--- src/sv/bbsa_pkg.sv ---
// Shared types and constants of the bitmap block store allocator.
package bbsa_pkg;

    localparam int MAX_BLOCKS      = 1024;
    localparam int MAX_BLOCK_BYTES = 64;
    localparam int POINTER_BYTES   = 4;

    localparam int MAP_ROW_BITS = 32;
    localparam int MAP_ROWS     = MAX_BLOCKS / MAP_ROW_BITS;
    localparam int MAP_AW       = $clog2(MAP_ROWS);
    localparam int MAP_BW       = $clog2(MAP_ROW_BITS);

    localparam int WORD_BYTES  = POINTER_BYTES;
    localparam int WORD_W      = 8 * WORD_BYTES;
    localparam int WPB         = MAX_BLOCK_BYTES / WORD_BYTES;
    localparam int WOFF_W      = $clog2(WPB);
    localparam int LANE_W      = $clog2(WORD_BYTES);
    localparam int STORE_WORDS = MAX_BLOCKS * WPB;

    localparam int CMD_W  = 2;
    localparam int BLK_W  = 10;
    localparam int OFF_W  = 6;
    localparam int LEN_W  = 16;
    localparam int PIX_W  = 4;
    localparam int CNT_W  = 11;
    localparam int SIZE_W = 7;
    localparam int CFG_W  = 11;
    localparam int STAT_W = 2;
    localparam int VAL_W  = 32;
    localparam int NW_W   = SIZE_W - LANE_W;

    localparam int STORE_AW = BLK_W + WOFF_W;

    localparam logic [CNT_W-1:0]  RST_BLOCK_COUNT = CNT_W'(1024);
    localparam logic [SIZE_W-1:0] RST_BLOCK_SIZE  = SIZE_W'(64);

    localparam logic CFG_BLOCK_COUNT = 1'b0;
    localparam logic CFG_BLOCK_SIZE  = 1'b1;

    typedef enum logic [CMD_W-1:0] {
        CMD_ALLOC = 2'd0,
        CMD_FREE  = 2'd1,
        CMD_WRITE = 2'd2,
        CMD_PTR   = 2'd3
    } t_cmd;

    typedef enum logic [STAT_W-1:0] {
        STAT_OK        = 2'd0,
        STAT_NONE_FREE = 2'd1,
        STAT_TOO_LONG  = 2'd2,
        STAT_RANGE     = 2'd3
    } t_status;

    typedef enum logic [3:0] {
        S_CLEAR,
        S_IDLE,
        S_EXEC,
        S_ALLOC_RD,
        S_ALLOC_CHK,
        S_FREE_WR,
        S_ZERO,
        S_PTR_CHK,
        S_DONE
    } t_state;

    typedef struct packed {
        logic                    we;
        logic [MAP_AW-1:0]       waddr;
        logic [MAP_ROW_BITS-1:0] wdata;
        logic                    re;
        logic [MAP_AW-1:0]       raddr;
    } t_map_req;

    typedef struct packed {
        logic                  we;
        logic [WORD_BYTES-1:0] be;
        logic [STORE_AW-1:0]   waddr;
        logic [WORD_W-1:0]     wdata;
        logic                  re;
        logic [STORE_AW-1:0]   raddr;
    } t_store_req;

endpackage

--- src/sv/bbsa_map_ram.sv ---
// Used-block bitmap memory, one row of block flags per word.
module bbsa_map_ram import bbsa_pkg::*; (
    input  logic                    i_clk,
    input  t_map_req                i_req,
    output logic [MAP_ROW_BITS-1:0] o_rdata
);

    logic [MAP_ROW_BITS-1:0] r_mem [MAP_ROWS];
    logic [MAP_ROW_BITS-1:0] r_rdata;

    always_ff @(posedge i_clk) begin
        if (i_req.we) begin
            r_mem[i_req.waddr] <= i_req.wdata;
        end
        if (i_req.re) begin
            r_rdata <= r_mem[i_req.raddr];
        end
    end

    assign o_rdata = r_rdata;

endmodule

--- config.mk ---
export PLATFORM = sky130hd
export DESIGN_NAME = bbsa_map_ram
export DESIGN_NICKNAME = d
export VERILOG_FILES = /design/src/sv/bbsa_pkg.sv /design/src/sv/bbsa_map_ram.sv
export SDC_FILE = /design/constraint.sdc
export NUM_CORES = 1
export LEC_CHECK = 0
export ABC_AREA = 1
export ABC_CLOCK_PERIOD_IN_PS = 2100
export BUFFER_PORTS_ARGS = -buffer_cell sky130_fd_sc_hd__buf_2
export CORE_UTILIZATION = 45
export DETAILED_ROUTE_END_ITERATION = 8
export PLACE_DENSITY = 0.65
export SYNTH_ARGS = -nofsm -noshare
export SYNTH_HDL_FRONTEND = slang
export SYNTH_SLANG_ARGS = --single-unit
--- constraint.sdc ---
create_clock -name i_clk -period 2.1 [get_ports i_clk]
set_input_delay 0.105 -clock i_clk [delete_from_list [all_inputs] [get_ports i_clk]]
set_output_delay 0.105 -clock i_clk [all_outputs]
set_load 0.02 [all_outputs]
==> results of run 1 <==
==> area by class of cell <==
class	instances	area share, %
timing repair buffer	254	5.32
clock buffer	130	5.73
tap	1254	3.20
sequential	1056	64.7
clock inverter	67	1.13
inverter	10	0.138
multi-input combinational	2252	19.7
==> through the flow <==
step                      setup WS (ps)  total power (W)
final                               525           0.0449
after global placement              337           0.0268
after global routing                529           0.0462
after floorplan                   -81.5           0.0257
after CTS                           524           0.0451
after detailed placement            310           0.0268
==> state kept, by name, indices dropped and copies added, names as in the netlist <==
| signal | flops |
|---|---|
| o_rdata | 32 |
| r_mem | 1024 |
==> logic make-up (layout without fill, tap and decap cells) <==
kind of cell,Yosys count,count (layout),synth area share [%]
flops,1056,1056,74.2
buf+inv,228,461,3.71
simple gates,2252,2252,22.1
==> placed cells by master (no fill, tap or decap), drive strengths merged <==
master	n
dlygate4sd3	33
edfxtp	1056
clkbuf	130
clkinvlp	3
bufinv	8
nand3	780
nor2	32
inv	12
clkinv	54
buf	221
nand2	1440
==> worst min-delay path by stage <==
stage,to,cells past startpoint
floorplan,r_mem[0][0]$_DFFE_PP_,0
detailed placement,o_rdata[2],1
global placement,o_rdata[2],1
global route,o_rdata[6]$_DFFE_PP_,6
CTS,o_rdata[11]$_DFFE_PP_,6
finish,o_rdata[6]$_DFFE_PP_,6
==> power by group through the flow <==
stage / Combinational, W / Sequential [W] / Clock, W
3_3_place_gp: 0.00274 / 0.0241 / 0
2_1_floorplan: 0.00161 / 0.0241 / 0
3_5_place_dp: 0.00278 / 0.0241 / 0
6_report: 0.00285 / 0.0236 / 0.0184
4_1_cts: 0.00284 / 0.0236 / 0.0186
5_1_grt: 0.00312 / 0.0236 / 0.0195
==> worst reg2reg max path, delay by kind of cell, from the launching register on <==
kind          cells  cell delay, ps
simple gates      8             770
flops             1             370
==> per-layer routing <==
metal | routed length [µm] | track usage [%] | share of wire, %
met1 | 49600 | 35.5 | 43
met2 | 53100 | 37.2 | 46
met3 | 10100 | 3.95 | 8.8
met4 | 2480 | 6.77 | 2.2
met5 | 57 | 0 | 0.049
==> results.rst, run 1 <==
.. list-table::
   :header-rows: 1

   * - Metric
     - Value
   * - Result of the run
     - finished, final reports clean
   * - Quantity of gates resized following cts
     - 0
   * - Cell type of the slowest stage on the worst timing path
     - sky130_fd_sc_hd__edfxtp_1
   * - Clock network fraction of total power
     - around two fifths
   * - Largest cells by area after synthesis
     - sky130_fd_sc_hd__edfxtp_1 74%, sky130_fd_sc_hd__nand2_1 13%, sky130_fd_sc_hd__nand3_1 9.1%, sky130_fd_sc_hd__buf_6 1.7%, sky130_fd_sc_hd__buf_2 0.97%
   * - Endpoint of the worst-slack reg-to-reg timing path
     - o_rdata[22]$_DFFE_PP_
   * - Sequential fraction of design power
     - 52.6%
   * - Number of standard cells after synthesis
     - 3536
   * - Buffer depth of the longest clock path
     - 3
   * - Placeable core region
     - 0.0937 mm²
   * - Count of hold-fix buffers inserted at cts
     - 33
   * - Hold Path Class
     - input port to flip-flop
   * - WP data arrival
     - 1470 ps
   * - Required time of the critical path
     - 2000 ps
   * - RSZ-0062 raised after global routing
     - false
   * - Post-route setup TNS
     - 0 ps
   * - Area grow syn2layout
     - 14.6%
   * - Pin slew with the least headroom to its limit
     - ~750 ps
   * - Fraction of power consumed by combinational cells
     - 6.3%
   * - Synthesized area per cell
     - about 12 µm²
   * - WS Path Type
     - flip-flop to output port
   * - Weighted congestion reported at the end of routability-driven placement
     - 0.814
   * - Largest delay share family, worst path
     - flip-flops
   * - Most used standard cells in the synthesized netlist
     - 1440 x sky130_fd_sc_hd__nand2_1, 1056 x sky130_fd_sc_hd__edfxtp_1, 780 x sky130_fd_sc_hd__nand3_1
   * - Total DRC errors in the routed layout
     - 0
   * - NumNets Final
     - 3726
   * - Synthesized flop and latch total
     - 1056
   * - Maximum Capacitance Violations
     - 0
   * - Slew headroom
     - 50.3%
   * - Tmin final
     - about 1600 ps
   * - Post-CTS setup repair buffer count
     - 0
   * - Net switching power
     - ~0.010 W
   * - Number of buffers added on ports
     - 76
   * - FF-to-FF setup slack
     - 660 ps
   * - Netlist cell types
     - 13
   * - Number of antenna repair diodes
     - 0
   * - Clock tree from TritonCTS
     - built
   * - Global-route wire length before repair
     - 171000 µm
   * - CP max stage delay
     - 530 ps
   * - Cell Pwr Density
     - 917 mW/mm²
   * - Proportion of layout cells with a drive suffix above 1
     - 10.8%
   * - Footprint of the multi-input gates
     - 0.00967 mm²
   * - Final cycle utilization of the critical path
     - 75.0%
   * - Chain of cells forming the critical path
     - buf_2
   * - Cell taking the most area after synthesis
     - sky130_fd_sc_hd__edfxtp_1
   * - Setup skew after layout
     - approximately 27 ps
   * - Number of nets produced by synthesis
     - approximately 3600
   * - Count of flip-flops with a built-in enable after synthesis
     - 1056
   * - Total stage count of the critical path
     - 1
   * - R2R Path Start
     - r_mem[11][22]$_DFFE_PP_
   * - End-of-flow core utilization
     - about 52%
   * - Skew-Pair Late Insertion Delay
     - slightly above 700 ps
   * - Element type at the critical path start
     - flip-flop
   * - First-pass detailed-route iteration total
     - 5
   * - Placed Cells
     - ~4800
   * - Final Instance Count excl. Fillers
     - 5023
   * - Number of antenna violations at the first check in global routing
     - 9
   * - Fmax
     - 0.635 GHz
   * - Synth async-reset ratio
     - 0%
   * - Vias in the first global route
     - 26100
   * - Die outline area
     - 0.0962 mm²
   * - Primary flip-flop cell chosen by synthesis mapping
     - sky130_fd_sc_hd__edfxtp_1
   * - Final-report max-slew violation count
     - 0
   * - Critical Path Start
     - o_rdata[31]$_DFFE_PP_
   * - Starting density of the core
     - 45.6%
   * - CTS H-tree depth
     - 3
   * - Overall Global Routing Usage
     - 24.1%
   * - Area fraction of the dominant cell type after synthesis
     - 74.2%
   * - Type of element capturing the critical path
     - output port
   * - Clock slew at reported path FFs
     - 60 ps
   * - Remaining number of nets flagged by the antenna check after routing
     - 0
   * - Count of boundary I/O pins
     - 77
   * - CP max FO
     - 1
   * - Number of violations reported at the end of detailed-routing iteration 0
     - 3169
   * - Overall die width
     - approximately 310 µm
   * - Final design instance area without fill
     - 0.0490 mm²
   * - Hold slack final
     - 83.0 ps
   * - Most repeated cell in the gate-level netlist after synthesis
     - sky130_fd_sc_hd__nand2_1
   * - Peak VDD IR
     - roughly 640 µV
   * - Filler cell count in the final layout
     - slightly below 8000
   * - Proportion of total power due to net switching
     - 22.5%
   * - Die span in y
     - ~310 µm
   * - Placement row count
     - 112
   * - Int Power
     - 0.0348 W
   * - Cell count of the worst reg-to-reg path
     - 8
   * - HP Start
     - i_req[3]
   * - Proportion of synthesized chip area in sequential cells
     - 74.2%
   * - Clk root buf
     - sky130_fd_sc_hd__clkbuf_16
   * - Finish-stage setup viols
     - 0
   * - Sequential cell area in the final layout
     - 0.0317 mm²
   * - Routed via count divided by cell count
     - ~5.6
   * - Static leakage
     - 17.9 nW
   * - Wire length per cell after detailed routing
     - 23.0 µm
   * - Largest net degree at the start of global routing
     - 109
   * - Routed WL
     - 115000 µm
   * - Vias
     - approximately 28000
   * - Count of clock tree sinks
     - 1056
   * - Worst setup path endpoint
     - o_rdata[31]
   * - GR Overflow Total
     - 0
   * - Total placed instance area
     - ~0.045 mm²
   * - Detailed-placement wirelength estimate
     - about 62000 µm
   * - Final count of hold timing violations
     - 0
   * - Synthesized area
     - 0.0427 mm²
   * - CTS buffer count
     - 107
   * - YS warnings
     - 0
   * - Count of buffering cells on the critical path with inverters included
     - 1
Power figures use the tool's default switching activity.
==> inputs of run 2 (changes only) <==
- ABC_AREA: 1 -> 0
- ABC_CLOCK_PERIOD_IN_PS: 2100 -> 1600
- PLACE_DENSITY: 0.65 -> 0.62
- clock period: 2.1 -> 1.6 ns (I/O delays scaled with it)
==> run 2 against run 1 <==
  * Utilization is 1.9 points higher
  * Register-to-register slack worse by 580 ps
  * Cell area is 0.62% lower
  * Flip-flop and latch count stayed put
  * Non-clock buffer count is 82 higher
  * Sequential power is 31% higher
  * Die area is 4.5% lower
  * Power is 28% higher
  * Global-route usage is 2.0 points lower
  * Sequential share of layout area is 0.40 points higher
  * Combinational power is 19% higher
  * Largest power group unchanged
  * Highest routed layer unchanged
==> results.rst, run 2 <==
.. list-table::
   :header-rows: 1

   * - Metric
     - Value
   * - Result of the run
     - finished, final reports clean
   * - Placement row count
     - 110
   * - Proportion of synthesized chip area in sequential cells
     - just under 80%
   * - Buffer depth of the longest clock path
     - 3
   * - Synthesized area per cell
     - approximately 18 µm²
   * - WP data arrival
     - 1910 ps
   * - Count of boundary I/O pins
     - slightly below 80
   * - First-pass detailed-route iteration total
     - 5
   * - Largest net degree at the start of global routing
     - 40
   * - Detailed-placement wirelength estimate
     - 60600 µm
   * - Hold Path Class
     - input port to flip-flop
   * - Most repeated cell in the gate-level netlist after synthesis
     - sky130_fd_sc_hd__edfxtp_1
   * - Overall die width
     - 303 µm
   * - Setup skew after layout
     - between 20 and 25 ps
   * - Number of buffers added on ports
     - 76
   * - Synthesized area
     - 0.0408 mm²
   * - Primary flip-flop cell chosen by synthesis mapping
     - sky130_fd_sc_hd__edfxtp_1
   * - Proportion of layout cells with a drive suffix above 1
     - a little under a fifth
   * - R2R Path Start
     - r_mem[1][7]$_DFFE_PP_
   * - RSZ-0062 raised after global routing
     - false
   * - Count of flip-flops with a built-in enable after synthesis
     - 1056
   * - Element type at the critical path start
     - flip-flop
   * - CP max FO
     - 1
   * - Wire length per cell after detailed routing
     - 26.5 µm
   * - Max reg flops
     - 1024
   * - Post-route setup TNS
     - 0 ps
   * - Worst slack after detailed placement
     - -223 ps
   * - Synth async-reset ratio
     - 0%
   * - Final-report max-slew violation count
     - 0
   * - Area grow syn2layout
     - 19.3%
   * - Area fraction of the dominant cell type after synthesis
     - ~78%
   * - Remaining number of nets flagged by the antenna check after routing
     - 0
   * - HP Start
     - i_req[42]
   * - Number of nets produced by synthesis
     - 2305
   * - Routed via count divided by cell count
     - 5.67
   * - Skew-Pair Late Insertion Delay
     - between 600 and 700 ps
   * - Final cycle utilization of the critical path
     - 95.0%
   * - Overall Global Routing Usage
     - about 22%
   * - Type of element capturing the critical path
     - flip-flop
   * - Most frequent cells in the layout
     - 1056 x sky130_fd_sc_hd__edfxtp_1, 512 x sky130_fd_sc_hd__mux2i_1, 129 x sky130_fd_sc_hd__buf_4
   * - Hold slack final
     - 104 ps
   * - Total DRC errors in the routed layout
     - 0
   * - Tmin final
     - around 1500 ps
   * - Clk root buf
     - sky130_fd_sc_hd__clkbuf_16
   * - Vias
     - ~22000
   * - Post-CTS setup repair buffer count
     - 0
   * - Starting density of the core
     - 45.4%
   * - Final count of hold timing violations
     - 0
   * - Largest cells by area after synthesis
     - sky130_fd_sc_hd__edfxtp_1 78%, sky130_fd_sc_hd__mux2i_1 13%, sky130_fd_sc_hd__a22oi_1 1.8%, sky130_fd_sc_hd__a22o_1 1.4%, sky130_fd_sc_hd__nand3_1 1.2%
   * - CTS buffer count
     - about 100
   * - Number of violations reported at the end of detailed-routing iteration 0
     - about 2100
   * - Slew headroom
     - approximately 58%
   * - GR Overflow Total
     - 0
   * - Clock tree from TritonCTS
     - built
   * - Clock slew at reported path FFs
     - ~60 ps
   * - CTS H-tree depth
     - 3
   * - Peak VDD IR
     - around 790 µV
   * - Count of clock tree sinks
     - between 1000 and 1500
   * - Number of antenna violations at the first check in global routing
     - 4
   * - Netlist cell types
     - 24
   * - Vias in the first global route
     - approximately 22000
   * - Most used standard cells in the synthesized netlist
     - 1056 x sky130_fd_sc_hd__edfxtp_1, 512 x sky130_fd_sc_hd__mux2i_1, 98 x sky130_fd_sc_hd__nand2_1, 98 x sky130_fd_sc_hd__nand3_1
   * - Number of standard cells after synthesis
     - 2260
   * - Die outline area
     - just over 0.09 mm²
   * - Fmax
     - 0.658 GHz
   * - Cell Pwr Density
     - 1180 mW/mm²
   * - Routed WL
     - 102000 µm
   * - Required time of the critical path
     - 1990 ps
   * - Register with the most flip-flops
     - r_mem
   * - Global-route wire length before repair
     - 146000 µm
   * - Cell taking the most area after synthesis
     - sky130_fd_sc_hd__edfxtp_1
   * - Pin slew with the least headroom to its limit
     - 633 ps
   * - Die span in y
     - 303 µm
   * - NumNets Final
     - 2620
   * - WS Path Type
     - flip-flop to flip-flop
   * - Synthesized flop and latch total
     - between 1000 and 1500
   * - Finish-stage setup viols
     - 0
   * - End-of-flow core utilization
     - 54.2%
   * - Min setup slack post-route
     - 79.5 ps
   * - YS warnings
     - 0
   * - Placeable core region
     - around 0.090 mm²
   * - Weighted congestion reported at the end of routability-driven placement
     - 0.810
   * - Commonest non-fill, non-tap cell in the layout
     - sky130_fd_sc_hd__edfxtp_1
   * - Maximum Capacitance Violations
     - 0
   * - Static leakage
     - 17.1 nW
   * - Critical Path Start
     - r_mem[1][7]$_DFFE_PP_
==> run 2: worst max-delay path, stage by stage (launching register included) <==
cell	delay (ps)
sky130_fd_sc_hd__edfxtp_1	370
sky130_fd_sc_hd__mux2i_1	180
sky130_fd_sc_hd__a22o_1	170
sky130_fd_sc_hd__nor3_1	50
sky130_fd_sc_hd__a31oi_1	180
sky130_fd_sc_hd__buf_4	160
sky130_fd_sc_hd__nand3_1	120
==> run 2: area by class of cell <==
class	count	area [µm²]
Timing Repair Buffer	336	3650
Tap cell	1176	1470
Multi-Input combinational cell	1077	8610
Fill cell	6935	41200
Clock buffer	139	2780
Clock inverter	54	453
Sequential cell	1056	31700
Antenna cell	1	2.50
==> run 2: where the power goes <==
part / leakage (nW) / switching [W] / internal (W) / total (W)
sequential: 9.54 / 0.000141 / 0.0309 / 0.0310
combinational: 6.04 / 0.00207 / 0.00133 / 0.00339
clock: 1.57 / 0.0100 / 0.0132 / 0.0232
total: 17.1 / 0.0122 / 0.0454 / 0.0576
==> run 2: timing repair <==
item,4_1_cts,5_1_grt
gates resized for setup,0,0
hold buffers,33,0
endpoints found under the hold margin,1056,0
==> run 2: worst paths after layout <==
| kind | cells past startpoint | end | slack (ps) |
|---|---|---|---|
| worst max-delay path | 6 | o_rdata[7]$_DFFE_PP_ | 80 |
| worst min-delay path | 4 | r_mem[24][5]$_DFFE_PP_ | 100 |
| worst max register to register | 6 | o_rdata[7]$_DFFE_PP_ | 80 |
| worst min register to register | 4 | o_rdata[3]$_DFFE_PP_ | 680 |
==> run 2: cells by family (layout without fill, tap and decap cells) <==
group	count (synthesis)	in the layout	share of synthesized area, %
mux	512	512	12.6
simple gates	277	277	3.08
other cells	0	1	0
flops	1056	1056	77.7
compound gates	288	288	4.81
buf+inv	127	529	1.85
==> run 2: per-layer routing <==
metal / track usage [%] / wire length, µm / vias up
met4: 7.97 / 2980 / 6
met2: 36.8 / 50400 / 659
met5: 0 / 44 / -
met1: 29.8 / 43400 / 11300
li1: - / - / 9668
met3: 3.04 / 5070 / 157
==> run 2: through the flow <==
| stage | area, µm² | power, W | cells |
|---|---|---|---|
| after global placement | 45100 | 0.0349 | 3612 |
| after floorplan | 41000 | 0.0333 | 2260 |
| after CTS | 48700 | 0.0580 | 3838 |
| after global routing | 48700 | 0.0592 | 3838 |
| after detailed placement | 45100 | 0.0349 | 3612 |
| final | 48700 | 0.0576 | 3839 |
==> inputs of run 3 (changes only) <==
- HOLD_SLACK_MARGIN: default -> 0.15
==> run 3 against run 2 <==
  * Clock skew increased by 0.54 ps
  * Die area unchanged
  * Non-clock buffer count increased by 8
  * Combinational power about the same
  * Flip-flop and latch count unchanged
  * Clock power about the same
  * Utilization increased by 0.086 points
  * Cell count increased by 0.18%
  * Power about the same
  * First-iteration DRC count decreased by 4.5%
  * Cell area increased by 0.16%
  * Worst setup slack got worse by 23 ps
==> results.rst, run 3 (synthesis gave the netlist of run 2 again) <==
.. list-table::
   :header-rows: 1

   * - Metric
     - Value
   * - RSZ-0062 raised after global routing
     - false
   * - Area grow syn2layout
     - 19.5%
   * - First-pass detailed-route iteration total
     - 5
   * - Cell type of the slowest stage on the worst timing path
     - sky130_fd_sc_hd__dlygate4sd3_1
   * - Register with the most flip-flops
     - r_mem
   * - Cell count of the worst reg-to-reg path
     - 6
   * - Overall die width
     - 303 µm
   * - Quantity of gates resized following cts
     - 0
   * - Routed WL
     - 102000 µm
   * - Most repeated library cell on the critical path
     - sky130_fd_sc_hd__dlygate4sd3_1
   * - Filler cell count in the final layout
     - 6927
   * - Setup skew after layout
     - 20.9 ps
   * - Maximum Capacitance Violations
     - 0
   * - Required time of the critical path
     - 1980 ps
   * - Result of the run
     - finished, final reports clean
   * - Largest net degree at the start of global routing
     - 40
   * - Int Power
     - between 0.04 and 0.05 W
   * - Element type at the critical path start
     - input port
   * - Fraction of power consumed by combinational cells
     - around 5.9%
   * - Overall Global Routing Usage
     - 22.2%
   * - Detailed-placement wirelength estimate
     - 60600 µm
   * - Cells on Worst Hold Path
     - 5
   * - Post-layout power
     - just under 0.06 W
   * - CTS H-tree depth
     - 3
   * - Count of boundary I/O pins
     - 77
   * - Total placed instance area
     - 0.0451 mm²
   * - Count of clock tree sinks
     - between 1000 and 1500
   * - CTS buffer count
     - 104
   * - Buffer depth of the longest clock path
     - 3
   * - Pin slew with the least headroom to its limit
     - 625 ps
   * - Clock network fraction of total power
     - 40.2%
   * - Final-report max-slew violation count
     - 0
   * - Net switching power
     - about 0.012 W
   * - Number of antenna repair diodes
     - 0
   * - Global-route wire length before repair
     - 146000 µm
   * - Hold Path Class
     - input port to flip-flop
   * - Number of violations reported at the end of detailed-routing iteration 0
     - 1976
   * - Weighted congestion reported at the end of routability-driven placement
     - about 0.81
   * - CP max FO
     - 8
   * - CP max stage delay
     - 590 ps
   * - Clk root buf
     - sky130_fd_sc_hd__clkbuf_16
   * - Clock slew at reported path FFs
     - 60 ps
   * - Most frequent cells in the layout
     - 1056 x sky130_fd_sc_hd__edfxtp_1, 512 x sky130_fd_sc_hd__mux2i_1, 129 x sky130_fd_sc_hd__buf_4
   * - Routed via count divided by cell count
     - 5.67
   * - Placement row count
     - 110
   * - Die outline area
     - 0.0919 mm²
   * - Wire length per cell after detailed routing
     - 26.5 µm
   * - Vias
     - 21800
   * - GR Overflow Total
     - 0
   * - Slew headroom
     - 58.3%
   * - Number of antenna violations at the first check in global routing
     - 4
   * - WS Path Type
     - input port to flip-flop
   * - Final design instance area without fill
     - 0.0488 mm²
   * - Total DRC errors in the routed layout
     - 0
   * - Starting density of the core
     - between 40 and 50%
   * - Final cycle utilization of the critical path
     - 96.5%
   * - Type of element capturing the critical path
     - flip-flop
   * - Commonest non-fill, non-tap cell in the layout
     - sky130_fd_sc_hd__edfxtp_1
   * - Skew-Pair Late Insertion Delay
     - 680 ps
   * - WP data arrival
     - 1930 ps
   * - Clock tree from TritonCTS
     - built
   * - Peak VDD IR
     - 793 µV
   * - Fmax
     - 0.648 GHz
   * - Chain of cells forming the critical path
     - dlygate4sd3_1 -> buf_2 -> nand3b_1 -> buf_4 -> nor2_4 -> dlygate4sd3_1
   * - NumNets Final
     - 2628
   * - Tmin final
     - 1540 ps
   * - Number of buffers added on ports
     - 76
   * - Finish-stage setup viols
     - 0
   * - Final count of hold timing violations
     - 0
   * - Cell Pwr Density
     - 1180 mW/mm²
   * - Die span in y
     - 303 µm
   * - Static leakage
     - 17.2 nW
   * - Sequential fraction of design power
     - 53.8%
   * - Proportion of layout cells with a drive suffix above 1
     - 18.1%
   * - Post-CTS setup repair buffer count
     - 0
   * - Proportion of total power due to net switching
     - 21.3%
   * - Placeable core region
     - about 0.090 mm²
   * - Vias in the first global route
     - 22000
   * - Remaining number of nets flagged by the antenna check after routing
     - 0
   * - Max reg flops
     - a little over 1000
==> run 3: changes by cell type in the layout (fill, tap and decap cells not counted) <==
cell	change
sky130_fd_sc_hd__dlygate4sd3_1	+8
sky130_fd_sc_hd__diode_2	-1
==> run 3: worst paths after layout <==
path,from,slack (ps),to
min reg2reg,r_mem[26][3]$_DFFE_PP_,680,o_rdata[3]$_DFFE_PP_
max,i_req[40],60,r_mem[24][5]$_DFFE_PP_
min,i_req[41],220,r_mem[31][5]$_DFFE_PP_
max reg2reg,r_mem[1][7]$_DFFE_PP_,70,o_rdata[7]$_DFFE_PP_
==> run 3: layer usage <==
metal / wire [µm] / part of all wire (%) / global-route usage [%]
met1: 42700 / 42 / 29.9
met2: 50400 / 49 / 36.8
met3: 5850 / 5.7 / 3.04
met4: 3030 / 3.0 / 8.05
met5: 44 / 0.043 / 0
==> run 3: what timing repair did <==
action                                 4_1_cts  5_1_grt
hold buffers                                41        0
endpoints found under the hold margin     1064        0
setup endpoints to repair                    0        1
==> run 3: final cells by class <==
cell class	count	area, µm²	area share (%)
Sequential cell	1056	31700	65.0
Timing Repair Buffer	344	3730	7.65
Multi-Input combinational cell	1077	8610	17.7
Clock inverter	54	453	0.929
Clock buffer	139	2780	5.69
Tap cell	1176	1470	3.02
==> run 3: power groups by stage <==
stage                     Clock, W  Sequential (W)  Combinational (W)
after floorplan                  0          0.0316            0.00162
after global placement           0          0.0316            0.00327
after detailed placement         0          0.0316            0.00333
after CTS                   0.0236          0.0310            0.00342
after global routing        0.0246          0.0310            0.00363
final                       0.0232          0.0310            0.00341
==> run 3: worst max-delay path, delay by kind of cell <==
family | cells | cell delay [ps]
buffers and inverters | 4 | 1470
AND/OR/NAND/NOR | 2 | 360
==> run 3: stage by stage <==
stage	hold WS, ps	setup TNS, ps	setup WS [ps]	instances	util (%)
after floorplan	179	-162320	-318	2260	-
after global placement	531	-3100	-208	3612	50.2
after detailed placement	526	-4640	-223	3612	50.2
after CTS	177	0	50.6	3846	54.2
after global routing	223	0	7.86	3846	54.2
final	223	0	56.4	3846	54.2
