[config.mk]
export PLATFORM = sky130hd
export DESIGN_NAME = bbsa_ctrl
export DESIGN_NICKNAME = d
export VERILOG_FILES = /design/src/sv/bbsa_pkg.sv /design/src/sv/bbsa_ctrl.sv
export SDC_FILE = /design/constraint.sdc
export NUM_CORES = 1
export LEC_CHECK = 0
export ABC_AREA = 1
export ABC_CLOCK_PERIOD_IN_PS = 7000
export BUFFER_PORTS_ARGS = -buffer_cell sky130_fd_sc_hd__buf_2
export CAP_MARGIN = 25
export CELL_PAD_IN_SITES_DETAIL_PLACEMENT = 0
export CELL_PAD_IN_SITES_GLOBAL_PLACEMENT = 1
export CORE_UTILIZATION = 35
export CTS_CLUSTER_SIZE = 30
export DETAILED_ROUTE_END_ITERATION = 12
export PLACE_DENSITY_LB_ADDON = 0.05
export SETUP_SLACK_MARGIN = 0.15
export SYNTH_ARGS = -nofsm -noshare
export SYNTH_HDL_FRONTEND = slang
export SYNTH_SLANG_ARGS = --single-unit
[constraint.sdc]
create_clock -name i_clk -period 7 [get_ports i_clk]
set_input_delay 0.7 -clock i_clk [delete_from_list [all_inputs] [get_ports i_clk]]
set_output_delay 0.7 -clock i_clk [all_outputs]
set_load 0.01 [all_outputs]
[src/sv/bbsa_pkg.sv]
// Shared types and constants of the bitmap block store allocator.
package bbsa_pkg;

    localparam int MAX_BLOCKS      = 1024;
    localparam int MAX_BLOCK_BYTES = 64;
    localparam int POINTER_BYTES   = 4;

    localparam int MAP_ROW_BITS = 32;
    localparam int MAP_ROWS     = MAX_BLOCKS / MAP_ROW_BITS;
    localparam int MAP_AW       = $clog2(MAP_ROWS);
    localparam int MAP_BW       = $clog2(MAP_ROW_BITS);

    localparam int WORD_BYTES  = POINTER_BYTES;
    localparam int WORD_W      = 8 * WORD_BYTES;
    localparam int WPB         = MAX_BLOCK_BYTES / WORD_BYTES;
    localparam int WOFF_W      = $clog2(WPB);
    localparam int LANE_W      = $clog2(WORD_BYTES);
    localparam int STORE_WORDS = MAX_BLOCKS * WPB;

    localparam int CMD_W  = 2;
    localparam int BLK_W  = 10;
    localparam int OFF_W  = 6;
    localparam int LEN_W  = 16;
    localparam int PIX_W  = 4;
    localparam int CNT_W  = 11;
    localparam int SIZE_W = 7;
    localparam int CFG_W  = 11;
    localparam int STAT_W = 2;
    localparam int VAL_W  = 32;
    localparam int NW_W   = SIZE_W - LANE_W;

    localparam int STORE_AW = BLK_W + WOFF_W;

    localparam logic [CNT_W-1:0]  RST_BLOCK_COUNT = CNT_W'(1024);
    localparam logic [SIZE_W-1:0] RST_BLOCK_SIZE  = SIZE_W'(64);

    localparam logic CFG_BLOCK_COUNT = 1'b0;
    localparam logic CFG_BLOCK_SIZE  = 1'b1;

    typedef enum logic [CMD_W-1:0] {
        CMD_ALLOC = 2'd0,
        CMD_FREE  = 2'd1,
        CMD_WRITE = 2'd2,
        CMD_PTR   = 2'd3
    } t_cmd;

    typedef enum logic [STAT_W-1:0] {
        STAT_OK        = 2'd0,
        STAT_NONE_FREE = 2'd1,
        STAT_TOO_LONG  = 2'd2,
        STAT_RANGE     = 2'd3
    } t_status;

    typedef enum logic [3:0] {
        S_CLEAR,
        S_IDLE,
        S_EXEC,
        S_ALLOC_RD,
        S_ALLOC_CHK,
        S_FREE_WR,
        S_ZERO,
        S_PTR_CHK,
        S_DONE
    } t_state;

    typedef struct packed {
        logic                    we;
        logic [MAP_AW-1:0]       waddr;
        logic [MAP_ROW_BITS-1:0] wdata;
        logic                    re;
        logic [MAP_AW-1:0]       raddr;
    } t_map_req;

    typedef struct packed {
        logic                  we;
        logic [WORD_BYTES-1:0] be;
        logic [STORE_AW-1:0]   waddr;
        logic [WORD_W-1:0]     wdata;
        logic                  re;
        logic [STORE_AW-1:0]   raddr;
    } t_store_req;

endpackage

[src/sv/bbsa_ctrl.sv]
// Sequencer with configuration, bitmap scan unit, clearing pass and result register.
module bbsa_ctrl import bbsa_pkg::*; (
    input  logic                    i_clk,
    input  logic                    i_rst_n,
    input  logic                    i_cfg_we,
    input  logic                    i_cfg_index,
    input  logic [CFG_W-1:0]        i_cfg_data,
    input  logic                    i_in_valid,
    output logic                    o_in_stall,
    input  logic [CMD_W-1:0]        i_cmd,
    input  logic [BLK_W-1:0]        i_block_number,
    input  logic [OFF_W-1:0]        i_byte_offset,
    input  logic [7:0]              i_data_byte,
    input  logic [LEN_W-1:0]        i_text_length,
    input  logic [PIX_W-1:0]        i_pointer_index,
    output logic                    o_out_valid,
    input  logic                    i_out_stall,
    output logic [STAT_W-1:0]       o_status,
    output logic [VAL_W-1:0]        o_result_value,
    output t_map_req                o_map_req,
    input  logic [MAP_ROW_BITS-1:0] i_map_rdata,
    output t_store_req              o_store_req,
    input  logic [WORD_W-1:0]       i_store_rdata
);

    t_state r_state, n_state;

    logic [CNT_W-1:0]    r_block_count;
    logic [SIZE_W-1:0]   r_block_size;
    logic [STORE_AW-1:0] r_clr, n_clr;
    logic [MAP_AW-1:0]   r_row, n_row;
    logic [WOFF_W-1:0]   r_word, n_word;

    t_cmd             r_cmd;
    logic [BLK_W-1:0] r_blk;
    logic [OFF_W-1:0] r_off;
    logic [7:0]       r_dat;
    logic [LEN_W-1:0] r_len;
    logic [PIX_W-1:0] r_pix;

    t_status           r_res_status, n_res_status;
    logic [VAL_W-1:0]  r_res_value, n_res_value;
    logic              res_load;
    logic              r_out_valid;
    t_status           r_out_status;
    logic [VAL_W-1:0]  r_out_value;

    logic [CNT_W-1:0]        eff_cnt;
    logic [SIZE_W-1:0]       eff_size;
    logic [CNT_W-1:0]        cnt_m1;
    logic [MAP_AW-1:0]       last_row;
    logic [CNT_W-1:0]        lim;
    logic [MAP_ROW_BITS-1:0] cand;
    logic [MAP_BW-1:0]       free_idx;
    logic                    found;
    logic [SIZE_W-1:0]       size_up;
    logic [NW_W-1:0]         nwords;
    logic [NW_W-1:0]         nw_m1;
    logic [WOFF_W-1:0]       last_word;
    logic [WORD_BYTES-1:0]   zero_be;
    logic                    blk_bad;
    logic                    len_bad;
    logic                    off_bad;
    logic                    ptr_bad;
    logic                    accept;
    logic                    out_free;

    assign eff_cnt  = (r_block_count > CNT_W'(MAX_BLOCKS)) ? CNT_W'(MAX_BLOCKS) : r_block_count;
    assign eff_size = (r_block_size > SIZE_W'(MAX_BLOCK_BYTES)) ?
                      SIZE_W'(MAX_BLOCK_BYTES) : r_block_size;

    assign cnt_m1   = eff_cnt - CNT_W'(1);
    assign last_row = cnt_m1[MAP_BW +: MAP_AW];
    assign lim      = eff_cnt - CNT_W'({r_row, MAP_BW'(0)});

    always_comb begin
        for (int b = 0; b < MAP_ROW_BITS; b++) begin
            cand[b] = !i_map_rdata[b] &&
                      ((lim[CNT_W-1:MAP_BW] != '0) || (lim[MAP_BW-1:0] > MAP_BW'(b)));
        end
    end

    always_comb begin
        free_idx = '0;
        for (int b = MAP_ROW_BITS - 1; b >= 0; b--) begin
            if (cand[b]) begin
                free_idx = MAP_BW'(b);
            end
        end
    end

    assign found = |cand;

    assign size_up   = eff_size + SIZE_W'(WORD_BYTES - 1);
    assign nwords    = size_up[SIZE_W-1:LANE_W];
    assign nw_m1     = nwords - NW_W'(1);
    assign last_word = nw_m1[WOFF_W-1:0];

    always_comb begin
        for (int j = 0; j < WORD_BYTES; j++) begin
            zero_be[WORD_BYTES-1-j] = {1'b0, r_word, LANE_W'(j)} < eff_size;
        end
    end

    assign blk_bad = {1'b0, r_blk} >= eff_cnt;
    assign len_bad = r_len > LEN_W'(eff_size);
    assign off_bad = LEN_W'(r_off) >= r_len;
    assign ptr_bad = ({1'b0, r_pix, LANE_W'(0)} + SIZE_W'(POINTER_BYTES)) > eff_size;

    assign accept   = i_in_valid && !o_in_stall;
    assign out_free = !r_out_valid || !i_out_stall;

    always_comb begin
        n_state = r_state;
        case (r_state)
            S_CLEAR: begin
                if (&r_clr) begin
                    n_state = S_IDLE;
                end
            end
            S_IDLE: begin
                if (accept) begin
                    n_state = S_EXEC;
                end
            end
            S_EXEC: begin
                case (r_cmd)
                    CMD_ALLOC: n_state = (eff_cnt == '0) ? S_DONE : S_ALLOC_RD;
                    CMD_FREE:  n_state = blk_bad ? S_DONE : S_FREE_WR;
                    CMD_WRITE: n_state = S_DONE;
                    CMD_PTR:   n_state = (blk_bad || ptr_bad) ? S_DONE : S_PTR_CHK;
                    default:   n_state = S_DONE;
                endcase
            end
            S_ALLOC_RD:  n_state = S_ALLOC_CHK;
            S_ALLOC_CHK: n_state = (found || r_row == last_row) ? S_DONE : S_ALLOC_RD;
            S_FREE_WR:   n_state = (nwords == '0) ? S_DONE : S_ZERO;
            S_ZERO: begin
                if (r_word == last_word) begin
                    n_state = S_DONE;
                end
            end
            S_PTR_CHK: n_state = S_DONE;
            S_DONE: begin
                if (out_free) begin
                    n_state = S_IDLE;
                end
            end
            default: n_state = S_IDLE;
        endcase
    end

    always_comb begin
        o_in_stall   = (r_state != S_IDLE);
        o_map_req    = '0;
        o_store_req  = '0;
        n_clr        = r_clr;
        n_row        = r_row;
        n_word       = r_word;
        res_load     = 1'b0;
        n_res_status = STAT_OK;
        n_res_value  = '0;
        case (r_state)
            S_CLEAR: begin
                o_store_req.we    = 1'b1;
                o_store_req.be    = '1;
                o_store_req.waddr = r_clr;
                o_map_req.we      = (r_clr[STORE_AW-1:MAP_AW] == '0);
                o_map_req.waddr   = r_clr[MAP_AW-1:0];
                n_clr             = r_clr + STORE_AW'(1);
            end
            S_EXEC: begin
                case (r_cmd)
                    CMD_ALLOC: begin
                        n_row        = '0;
                        res_load     = (eff_cnt == '0);
                        n_res_status = STAT_NONE_FREE;
                    end
                    CMD_FREE: begin
                        o_map_req.re    = !blk_bad;
                        o_map_req.raddr = r_blk[BLK_W-1:MAP_BW];
                        n_word          = '0;
                        res_load        = blk_bad;
                        n_res_status    = STAT_RANGE;
                    end
                    CMD_WRITE: begin
                        res_load = 1'b1;
                        if (len_bad) begin
                            n_res_status = STAT_TOO_LONG;
                        end else if (blk_bad || off_bad) begin
                            n_res_status = STAT_RANGE;
                        end else begin
                            n_res_status      = STAT_OK;
                            o_store_req.we    = 1'b1;
                            o_store_req.be    = WORD_BYTES'(1 << (WORD_BYTES - 1))
                                                >> r_off[LANE_W-1:0];
                            o_store_req.waddr = {r_blk, r_off[OFF_W-1:LANE_W]};
                            o_store_req.wdata = {WORD_BYTES{r_dat}};
                        end
                    end
                    CMD_PTR: begin
                        o_store_req.re    = !(blk_bad || ptr_bad);
                        o_store_req.raddr = {r_blk, r_pix};
                        res_load          = blk_bad || ptr_bad;
                        n_res_status      = STAT_RANGE;
                    end
                    default: begin
                        res_load = 1'b0;
                    end
                endcase
            end
            S_ALLOC_RD: begin
                o_map_req.re    = 1'b1;
                o_map_req.raddr = r_row;
            end
            S_ALLOC_CHK: begin
                if (found) begin
                    o_map_req.we    = 1'b1;
                    o_map_req.waddr = r_row;
                    o_map_req.wdata = i_map_rdata | (MAP_ROW_BITS'(1) << free_idx);
                    res_load        = 1'b1;
                    n_res_status    = STAT_OK;
                    n_res_value     = VAL_W'({r_row, free_idx});
                end else if (r_row == last_row) begin
                    res_load     = 1'b1;
                    n_res_status = STAT_NONE_FREE;
                end else begin
                    n_row = r_row + MAP_AW'(1);
                end
            end
            S_FREE_WR: begin
                o_map_req.we    = 1'b1;
                o_map_req.waddr = r_blk[BLK_W-1:MAP_BW];
                o_map_req.wdata = i_map_rdata & ~(MAP_ROW_BITS'(1) << r_blk[MAP_BW-1:0]);
                res_load        = (nwords == '0);
                n_res_status    = STAT_OK;
            end
            S_ZERO: begin
                o_store_req.we    = 1'b1;
                o_store_req.be    = zero_be;
                o_store_req.waddr = {r_blk, r_word};
                n_word            = r_word + WOFF_W'(1);
                res_load          = (r_word == last_word);
                n_res_status      = STAT_OK;
            end
            S_PTR_CHK: begin
                res_load     = 1'b1;
                n_res_status = STAT_OK;
                n_res_value  = VAL_W'(i_store_rdata);
            end
            default: begin
                res_load = 1'b0;
            end
        endcase
    end

    always_ff @(posedge i_clk) begin
        if (!i_rst_n) begin
            r_state       <= S_CLEAR;
            r_clr         <= '0;
            r_block_count <= RST_BLOCK_COUNT;
            r_block_size  <= RST_BLOCK_SIZE;
            r_out_valid   <= 1'b0;
        end else begin
            r_state <= n_state;
            r_clr   <= n_clr;
            if (i_cfg_we) begin
                if (i_cfg_index == CFG_BLOCK_COUNT) begin
                    r_block_count <= i_cfg_data[CNT_W-1:0];
                end else if (i_cfg_index == CFG_BLOCK_SIZE) begin
                    r_block_size <= i_cfg_data[SIZE_W-1:0];
                end
            end
            if (r_state == S_DONE && out_free) begin
                r_out_valid <= 1'b1;
            end else if (!i_out_stall) begin
                r_out_valid <= 1'b0;
            end
        end
    end

    always_ff @(posedge i_clk) begin
        r_row  <= n_row;
        r_word <= n_word;
        if (accept) begin
            r_cmd <= t_cmd'(i_cmd);
            r_blk <= i_block_number;
            r_off <= i_byte_offset;
            r_dat <= i_data_byte;
            r_len <= i_text_length;
            r_pix <= i_pointer_index;
        end
        if (res_load) begin
            r_res_status <= n_res_status;
            r_res_value  <= n_res_value;
        end
        if (r_state == S_DONE && out_free) begin
            r_out_status <= r_res_status;
            r_out_value  <= r_res_value;
        end
    end

    assign o_out_valid    = r_out_valid;
    assign o_status       = r_out_status;
    assign o_result_value = r_out_value;

    a_accept_exec: assert property (@(posedge i_clk) disable iff (!i_rst_n)
        accept |=> (r_state == S_EXEC))
        else $error("accepted word did not start execution");

    a_scan_bound: assert property (@(posedge i_clk) disable iff (!i_rst_n)
        (r_state == S_ALLOC_CHK) |-> (r_row <= last_row))
        else $error("bitmap scan ran past the last row");

    a_zero_bound: assert property (@(posedge i_clk) disable iff (!i_rst_n)
        (r_state == S_ZERO) |-> (r_word <= last_word))
        else $error("zeroing ran past the block size");

    a_clear_done: assert property (@(posedge i_clk) disable iff (!i_rst_n)
        (r_state == S_CLEAR && n_state == S_IDLE) |-> (&r_clr))
        else $error("clearing pass ended early");

    a_done_loaded: assert property (@(posedge i_clk) disable iff (!i_rst_n)
        (r_state == S_DONE && out_free) |=> o_out_valid)
        else $error("finished result not presented");

endmodule
==> reports/qor.json, run 1 <==
{
  "status": {
    "outcome": "complete, no violations"
  },
  "drt": {
    "avgViaCountPerCell": 5.01,
    "detail-route-antenna-nets": 0,
    "wire_per_inst_um": 18.4,
    "vias": 9363,
    "drc_errors": 0,
    "initialDrtViolationCount": 604,
    "routed_wl_um": 34500,
    "drtPass1Iterations": 5
  },
  "power_and_ir_drop": {
    "combPwrFrac_pct": 9.8,
    "leakage_nw": 5.58,
    "power.density_nw_per_um2": 182,
    "irDropWorstVdd_v": 0.000137,
    "total_power_mw": 2.20,
    "netSwitchingFraction_pct": 28.0,
    "p_switching_uw": 618,
    "seq_power_share_pct": 46.6,
    "power.clock.fraction_pct": 43.6,
    "cellInternalPower_mw": 1.59
  },
  "die": {
    "dieArea_um2": 28800,
    "placeableCoreArea_um2": 27700,
    "start_util_pct": 35.6,
    "core.rowCount": 61,
    "dieWidth_um": 170,
    "top_level_ports": 273,
    "die-height_um": 170
  },
  "global_route": {
    "globalRouteOverflowTotal": 0,
    "pin_count_of_the_biggest_net_entering_global_routing": 47,
    "via_count_of_the_first_global_routing_pass": 8758,
    "grt_antenna_before_repair": 2,
    "first_pass_grt_wire_length_um": 51200,
    "track_usage_pct": 23.9
  },
  "synth": {
    "synth.net_count": 1403,
    "synth_area_per_cell_um2": 7.98,
    "synth_top_area_share_pct": 37.5,
    "synthDistinctLibCells": 51,
    "synth_warnings": 0,
    "synth_edf_count": 123,
    "ys_top_cells_by_area": "edfxtp_1 (37%), nand2_1 (9.1%), dfxtp_1 (7.5%)",
    "netlist_area_um2": 9850,
    "synthDominantAreaCellType": "edfxtp_1",
    "flip_flop_and_latch_count_after_synthesis": 160,
    "synth_ff_type": "edfxtp_1",
    "synthArstFlopShare_pct": 0,
    "yosysSeqAreaShare_pct": 45.0,
    "postSynthCellCount": 1235
  },
  "clocking": {
    "post_cts_repair_setup_buffers": 0,
    "clock-sinks": 160,
    "insertion_delay_ns": 0.44,
    "cts_hold_repair.buffers": 0,
    "cts_resized": 0,
    "numCtsBuffers": 17,
    "clock_tree.root_cell": "clkbuf_16",
    "clkTransAtPathRegs_ns": 0.08,
    "cts.path.max_buffers": 2,
    "clock_tree.htree_level_count": 4,
    "clock_tree_from_tritoncts": "done"
  },
  "layout": {
    "finalCoreUtilization_pct": 43.7,
    "area_delta_synth_final_pct": 22.8,
    "final_layout_size_suffix_gt1_share_pct": 23.4,
    "layout_net_count": 1646,
    "final_design_area_no_fill_um2": 12100,
    "finish.cell_count_without_fillers": 1870,
    "fillCellCount": 2932
  },
  "run": {
    "max_cap_viol_count": 0
  },
  "sta": {
    "timing.final.max_slew_violations": 0,
    "clock.fmax_ghz": 0.163,
    "finalCriticalPeriod_ns": 6.13,
    "fin_setup_tns_ns": 0,
    "setup_slack_ns": 0.869,
    "tightest_slew_ns": 0.938,
    "min_period_over_period_pct": 87.6,
    "clock-skew-final_ns": 0.0205,
    "headroom_to_the_max_slew_limit_pct": 37.1,
    "hold_slack_ns": 0.412,
    "rsz0062_at_grt": "false",
    "final-hold-violation-count": 0,
    "setup-violations-final": 0
  },
  "critical_path": {
    "setup.worst_path.start_class": "register",
    "worstReg2RegEnd": "r_row[3]",
    "critical_path.endpoint_type": "primary output",
    "timing.reg2reg.setup_slack_ns": 1.56,
    "cp_max_fo": 20,
    "rr_startpoint": "r_block_count[8]",
    "worst_reg2reg_path_length_in_cells": 25,
    "cpMaxStageDelayCell": "dfxtp_1",
    "path_class": "reg2out",
    "cp_data_required_time_ns": 6.30,
    "timing.critical_path.arrival_ns": 5.43,
    "worst_setup_path_endpoint": "o_map_req[13]",
    "critical_path.max_stage_delay_ns": 0.35,
    "worstSetupStartpoint": "r_block_count[8]"
  },
  "min_path": {
    "timing.hold.worst.class": "reg2reg",
    "hold_path_startpoint": "r_res_value[3]"
  },
  "place": {
    "place.detailed.instances": 1837,
    "placed_area_um2": 11500,
    "portBuffers": 272,
    "hpwlAfterDp_um": 27100,
    "dp_worst_setup_slack_ns": 1.38,
    "place_congestion": 0.921
  }
}
==> worst max-delay path, delay by kind of cell, from the launching register on <==
family | cells | cell delay [ns]
adders and majority gates | 1 | 0.25
AOI/OAI and AO/OA | 7 | 1.16
buffers and inverters | 6 | 0.72
DFF | 1 | 0.35
and+or+nand+nor | 22 | 2.49
==> power groups by stage <==
stage | Clock, mW | Sequential (mW) | Combinational (mW)
6_report | 0.961 | 1.03 | 0.216
3_5_place_dp | 0 | 1.05 | 0.215
2_1_floorplan | 0 | 1.05 | 0.132
5_1_grt | 1.02 | 1.03 | 0.241
3_3_place_gp | 0 | 1.05 | 0.218
4_1_cts | 0.986 | 1.03 | 0.216
==> area by class of cell <==
class | instances | area [um2] | area share, %
clock inverters | 15 | 189 | 1.56
clock buffers | 17 | 425 | 3.52
multi-input cells | 835 | 4440 | 36.7
well taps | 378 | 473 | 3.91
repair buffers | 282 | 1460 | 12.0
inverters | 182 | 683 | 5.65
diodes | 1 | 2.50 | 0.0207
flip-flops and latches | 160 | 4430 | 36.6
==> logic make-up after synthesis <==
group | synth area share, %
AOI/OAI and AO/OA | 12.9
DFF | 45.0
buffers and inverters | 10.3
xor gates and xnor gates | 1.24
and+or+nand+nor | 25.3
adders and majority gates | 5.21
==> cells in the final DEF, fill, tap and decap left out, types with 3 or more instances in the layout <==
cell type and count:
o31ai_1 9, dfxtp_1 37, inv_1 169, edfxtp_1 123
nand2_2 3, o211ai_1 17, buf_2 272, o21bai_1 15
a31oi_1 8, nor2_2 7, nor2_4 5, clkinv_8 6
a211oi_1 5, nand4_1 25, clkbuf_16 17, clkinv_1 6
o21ai_1 3, xor2_1 10, inv_8 4, nand3_1 96
xnor2_1 4, ha_1 41, a21oi_1 46, buf_4 9
o21ai_0 71, nand3_2 4, nor3_1 30, nor2_1 147
nor4_1 8, nand2_1 239, inv_2 7, o22ai_1 13
o221ai_1 7
==> registers in the layout, summed over array words and instances (netlist names), 4 cells and up <==
register        flops
r_row               5
r_dat               8
r_state             4
r_block_count      11
r_clr              14
r_off               6
r_len              16
r_block_size        7
r_word              4
o_result_value     32
r_res_value        32
r_blk              10
r_pix               4
==> synth_stat cells, drive strengths merged, types with 17 or more instances <==
cell / number
nand4: 25
o211ai: 17
dfxtp: 37
nor3: 30
a21oi: 48
ha: 41
inv: 176
o21ai: 74
edfxtp: 123
buf: 36
nor2: 159
o21bai: 17
nand2: 243
clkbuf: 22
nand3: 101
==> layer usage <==
metal,track usage [%],vias up,part of all wire (%)
li1,-,4639,-
met1,31.3,4346,45
met2,40.3,334,47
met3,3.61,42,6.1
met4,7.91,2,2.0
met5,0,-,0.038
==> worst min path at each step <==
stage	cells after the start	endpoint	slack [ns]
global route	1	r_len[10]	0.41
finish	0	o_result_value[3]	0.41
detailed placement	0	o_result_value[15]	0.40
floorplan	0	o_result_value[0]	0.40
global placement	0	o_result_value[11]	0.40
CTS	0	o_result_value[3]	0.41
Note: power is estimated with default switching activity, not from simulation.
==> run 2, diff against run 1 <==
--- a/config.mk
+++ b/config.mk
@@ -9,12 +9,14 @@
 export ABC_CLOCK_PERIOD_IN_PS = 7000
 export BUFFER_PORTS_ARGS = -buffer_cell sky130_fd_sc_hd__buf_2
 export CAP_MARGIN = 25
-export CELL_PAD_IN_SITES_DETAIL_PLACEMENT = 0
-export CELL_PAD_IN_SITES_GLOBAL_PLACEMENT = 1
-export CORE_UTILIZATION = 35
+export CELL_PAD_IN_SITES_DETAIL_PLACEMENT = 1
+export CELL_PAD_IN_SITES_GLOBAL_PLACEMENT = 2
+export CORE_MARGIN = 2
+export CORE_UTILIZATION = 30
 export CTS_CLUSTER_SIZE = 30
 export DETAILED_ROUTE_END_ITERATION = 12
 export PLACE_DENSITY_LB_ADDON = 0.05
+export REMOVE_ABC_BUFFERS = 1
 export SETUP_SLACK_MARGIN = 0.15
 export SYNTH_ARGS = -nofsm -noshare
 export SYNTH_HDL_FRONTEND = slang
==> reports/qor.json, run 2 (synthesized netlist as in run 1, its figures left out) <==
{
  "global_route": {
    "track_usage_pct": 22.6,
    "globalRouteOverflowTotal": 0,
    "grt_antenna_before_repair": 3,
    "via_count_of_the_first_global_routing_pass": 9715,
    "first_pass_grt_wire_length_um": 57300,
    "pin_count_of_the_biggest_net_entering_global_routing": 36
  },
  "critical_path": {
    "cpMaxStageDelayCell": "dfxtp_1",
    "cp_data_required_time_ns": 6.30,
    "timing.reg2reg.setup_slack_ns": 1.68,
    "worst_reg2reg_path_length_in_cells": 25,
    "critical_path.endpoint_type": "primary output",
    "worstReg2RegEnd": "r_row[1]",
    "cpMostUsedCell": "nand2_1",
    "setup.worst_path.start_class": "register",
    "critical_path.max_stage_delay_ns": 0.36,
    "rr_startpoint": "r_block_count[8]",
    "timing.critical_path.arrival_ns": 5.52,
    "path_class": "reg2out",
    "cp_max_fo": 20
  },
  "place": {
    "place_congestion": 0.858,
    "dp_worst_setup_slack_ns": 1.20,
    "portBuffers": 272,
    "placed_area_um2": 11600,
    "hpwlAfterDp_um": 30500
  },
  "clocking": {
    "clkTransAtPathRegs_ns": 0.08,
    "insertion_delay_ns": 0.44,
    "numCtsBuffers": 17,
    "clock_tree.root_cell": "clkbuf_16",
    "clock_tree_from_tritoncts": "done",
    "clock-sinks": 160,
    "cts.path.max_buffers": 2,
    "clock_tree.htree_level_count": 4,
    "cts_hold_repair.buffers": 0
  },
  "sta": {
    "min_period_over_period_pct": 88.8,
    "timing.final.max_slew_violations": 0,
    "clock-skew-final_ns": 0.0165,
    "fin_setup_tns_ns": 0,
    "clock.fmax_ghz": 0.161,
    "headroom_to_the_max_slew_limit_pct": 45.1,
    "setup-violations-final": 0,
    "rsz0062_at_grt": "false",
    "setup_slack_ns": 0.783,
    "final-hold-violation-count": 0,
    "finalCriticalPeriod_ns": 6.22,
    "tightest_slew_ns": 0.818
  },
  "power_and_ir_drop": {
    "irDropWorstVdd_v": 0.000162,
    "seq_power_share_pct": 46.3,
    "power.clock.fraction_pct": 43.5,
    "netSwitchingFraction_pct": 28.4,
    "cellInternalPower_mw": 1.59,
    "p_switching_uw": 629,
    "power.density_nw_per_um2": 182,
    "combPwrFrac_pct": 10.2,
    "leakage_nw": 5.61
  },
  "min_path": {
    "min_path_cells": 0,
    "hold_path_startpoint": "r_res_value[23]",
    "timing.hold.worst.class": "reg2reg",
    "min_delay_worst_endpoint": "o_result_value[23]"
  },
  "die": {
    "dieArea_um2": 34300,
    "die-height_um": 185,
    "top_level_ports": 273,
    "core.rowCount": 66,
    "dieWidth_um": 185,
    "placeableCoreArea_um2": 32500,
    "start_util_pct": 30.4
  },
  "layout": {
    "leading_cell_type_in_the_layout_fill_and_taps_excluded": "buf_2",
    "final_design_area_no_fill_um2": 12200,
    "fillCellCount": 4003,
    "final_layout_size_suffix_gt1_share_pct": 23.7,
    "layout_net_count": 1652,
    "area_delta_synth_final_pct": 23.9,
    "layout_common_cells": "buf_2 (272), nand2_1 (239), inv_1 (169)"
  },
  "run": {
    "max_cap_viol_count": 0
  },
  "drt": {
    "detail-route-antenna-nets": 0,
    "drc_errors": 0,
    "routed_wl_um": 38700,
    "initialDrtViolationCount": 567,
    "vias": 9568,
    "drtPass1Iterations": 5,
    "wire_per_inst_um": 19.9,
    "avgViaCountPerCell": 4.92
  },
  "status": {
    "outcome": "complete, no violations"
  }
}
-- run 2: changes by cell type in the layout (fill, tap and decap cells not counted), sizes merged --
cell | previous run | this run
buf | 282 | 288
clkinv | 15 | 14
clkinvlp | 1 | 0
diode | 1 | 4
inv | 181 | 183
-- run 2: power groups by stage --
stage	Sequential, mW	Combinational [mW]	Clock, mW
6_report	1.03	0.226	0.966
2_1_floorplan	1.05	0.127	0
3_3_place_gp	1.05	0.220	0
5_1_grt	1.03	0.253	1.03
4_1_cts	1.03	0.221	0.999
3_5_place_dp	1.05	0.220	0
-- run 2: area by class of cell --
| cell class | count | area (um2) | area share [%] |
|---|---|---|---|
| clock inverter | 15 | 186 | 1.53 |
| clock buffer | 17 | 425 | 3.48 |
| sequential | 160 | 4430 | 36.3 |
| timing repair buffer | 288 | 1480 | 12.1 |
| inverter | 182 | 683 | 5.60 |
| tap | 442 | 553 | 4.53 |
| multi-input combinational | 835 | 4440 | 36.3 |
| antenna | 4 | 10.0 | 0.0820 |
-- run 2: timing repair --
action	CTS	global route
setup endpoints to repair	0	26
setup buffers	0	3
gates resized for setup	0	0
-- run 2: critical path, delay by kind of cell, from the launching register on --
kind	cells	cell delay (ns)
flip-flops	1	0.36
AND/OR/NAND/NOR	38	3.13
AO/OA/AOI/OAI	4	0.75
buffers and inverters	4	0.58
adder cells (fa/ha/maj)	1	0.26
-- run 2: worst max path at each step --
stage | startpoint | end | slack, ns
after floorplan | r_block_count[8] | r_res_status[0] | 0.64
after global placement | r_block_count[8] | o_map_req[26] | 1.15
after detailed placement | r_block_count[8] | o_map_req[29] | 1.20
after CTS | r_block_count[2] | o_map_req[29] | 0.70
after global routing | r_block_count[8] | o_map_req[19] | 0.21
final | r_block_count[8] | o_map_req[34] | 0.78
-- run 2: per-layer routing --
metal	GRT usage [%]	vias up	part of all wire, %
met5	0	-	0
met4	7.21	0	2.4
met3	3.79	42	5.0
met2	38.5	273	48
met1	29.0	4590	45
li1	-	4663	-
-- run 2: metrics by stage --
step           std cells  power, mW  util (%)  hold WS [ns]
6_report            1943       2.22      37.6         0.414
2_1_floorplan       1177       1.17         -         0.400
4_1_cts             1936       2.25      37.5         0.405
3_5_place_dp        1904       1.27      35.6         0.405
5_1_grt             1941       2.31      37.6         0.405
3_3_place_gp        1904       1.27      35.6         0.400
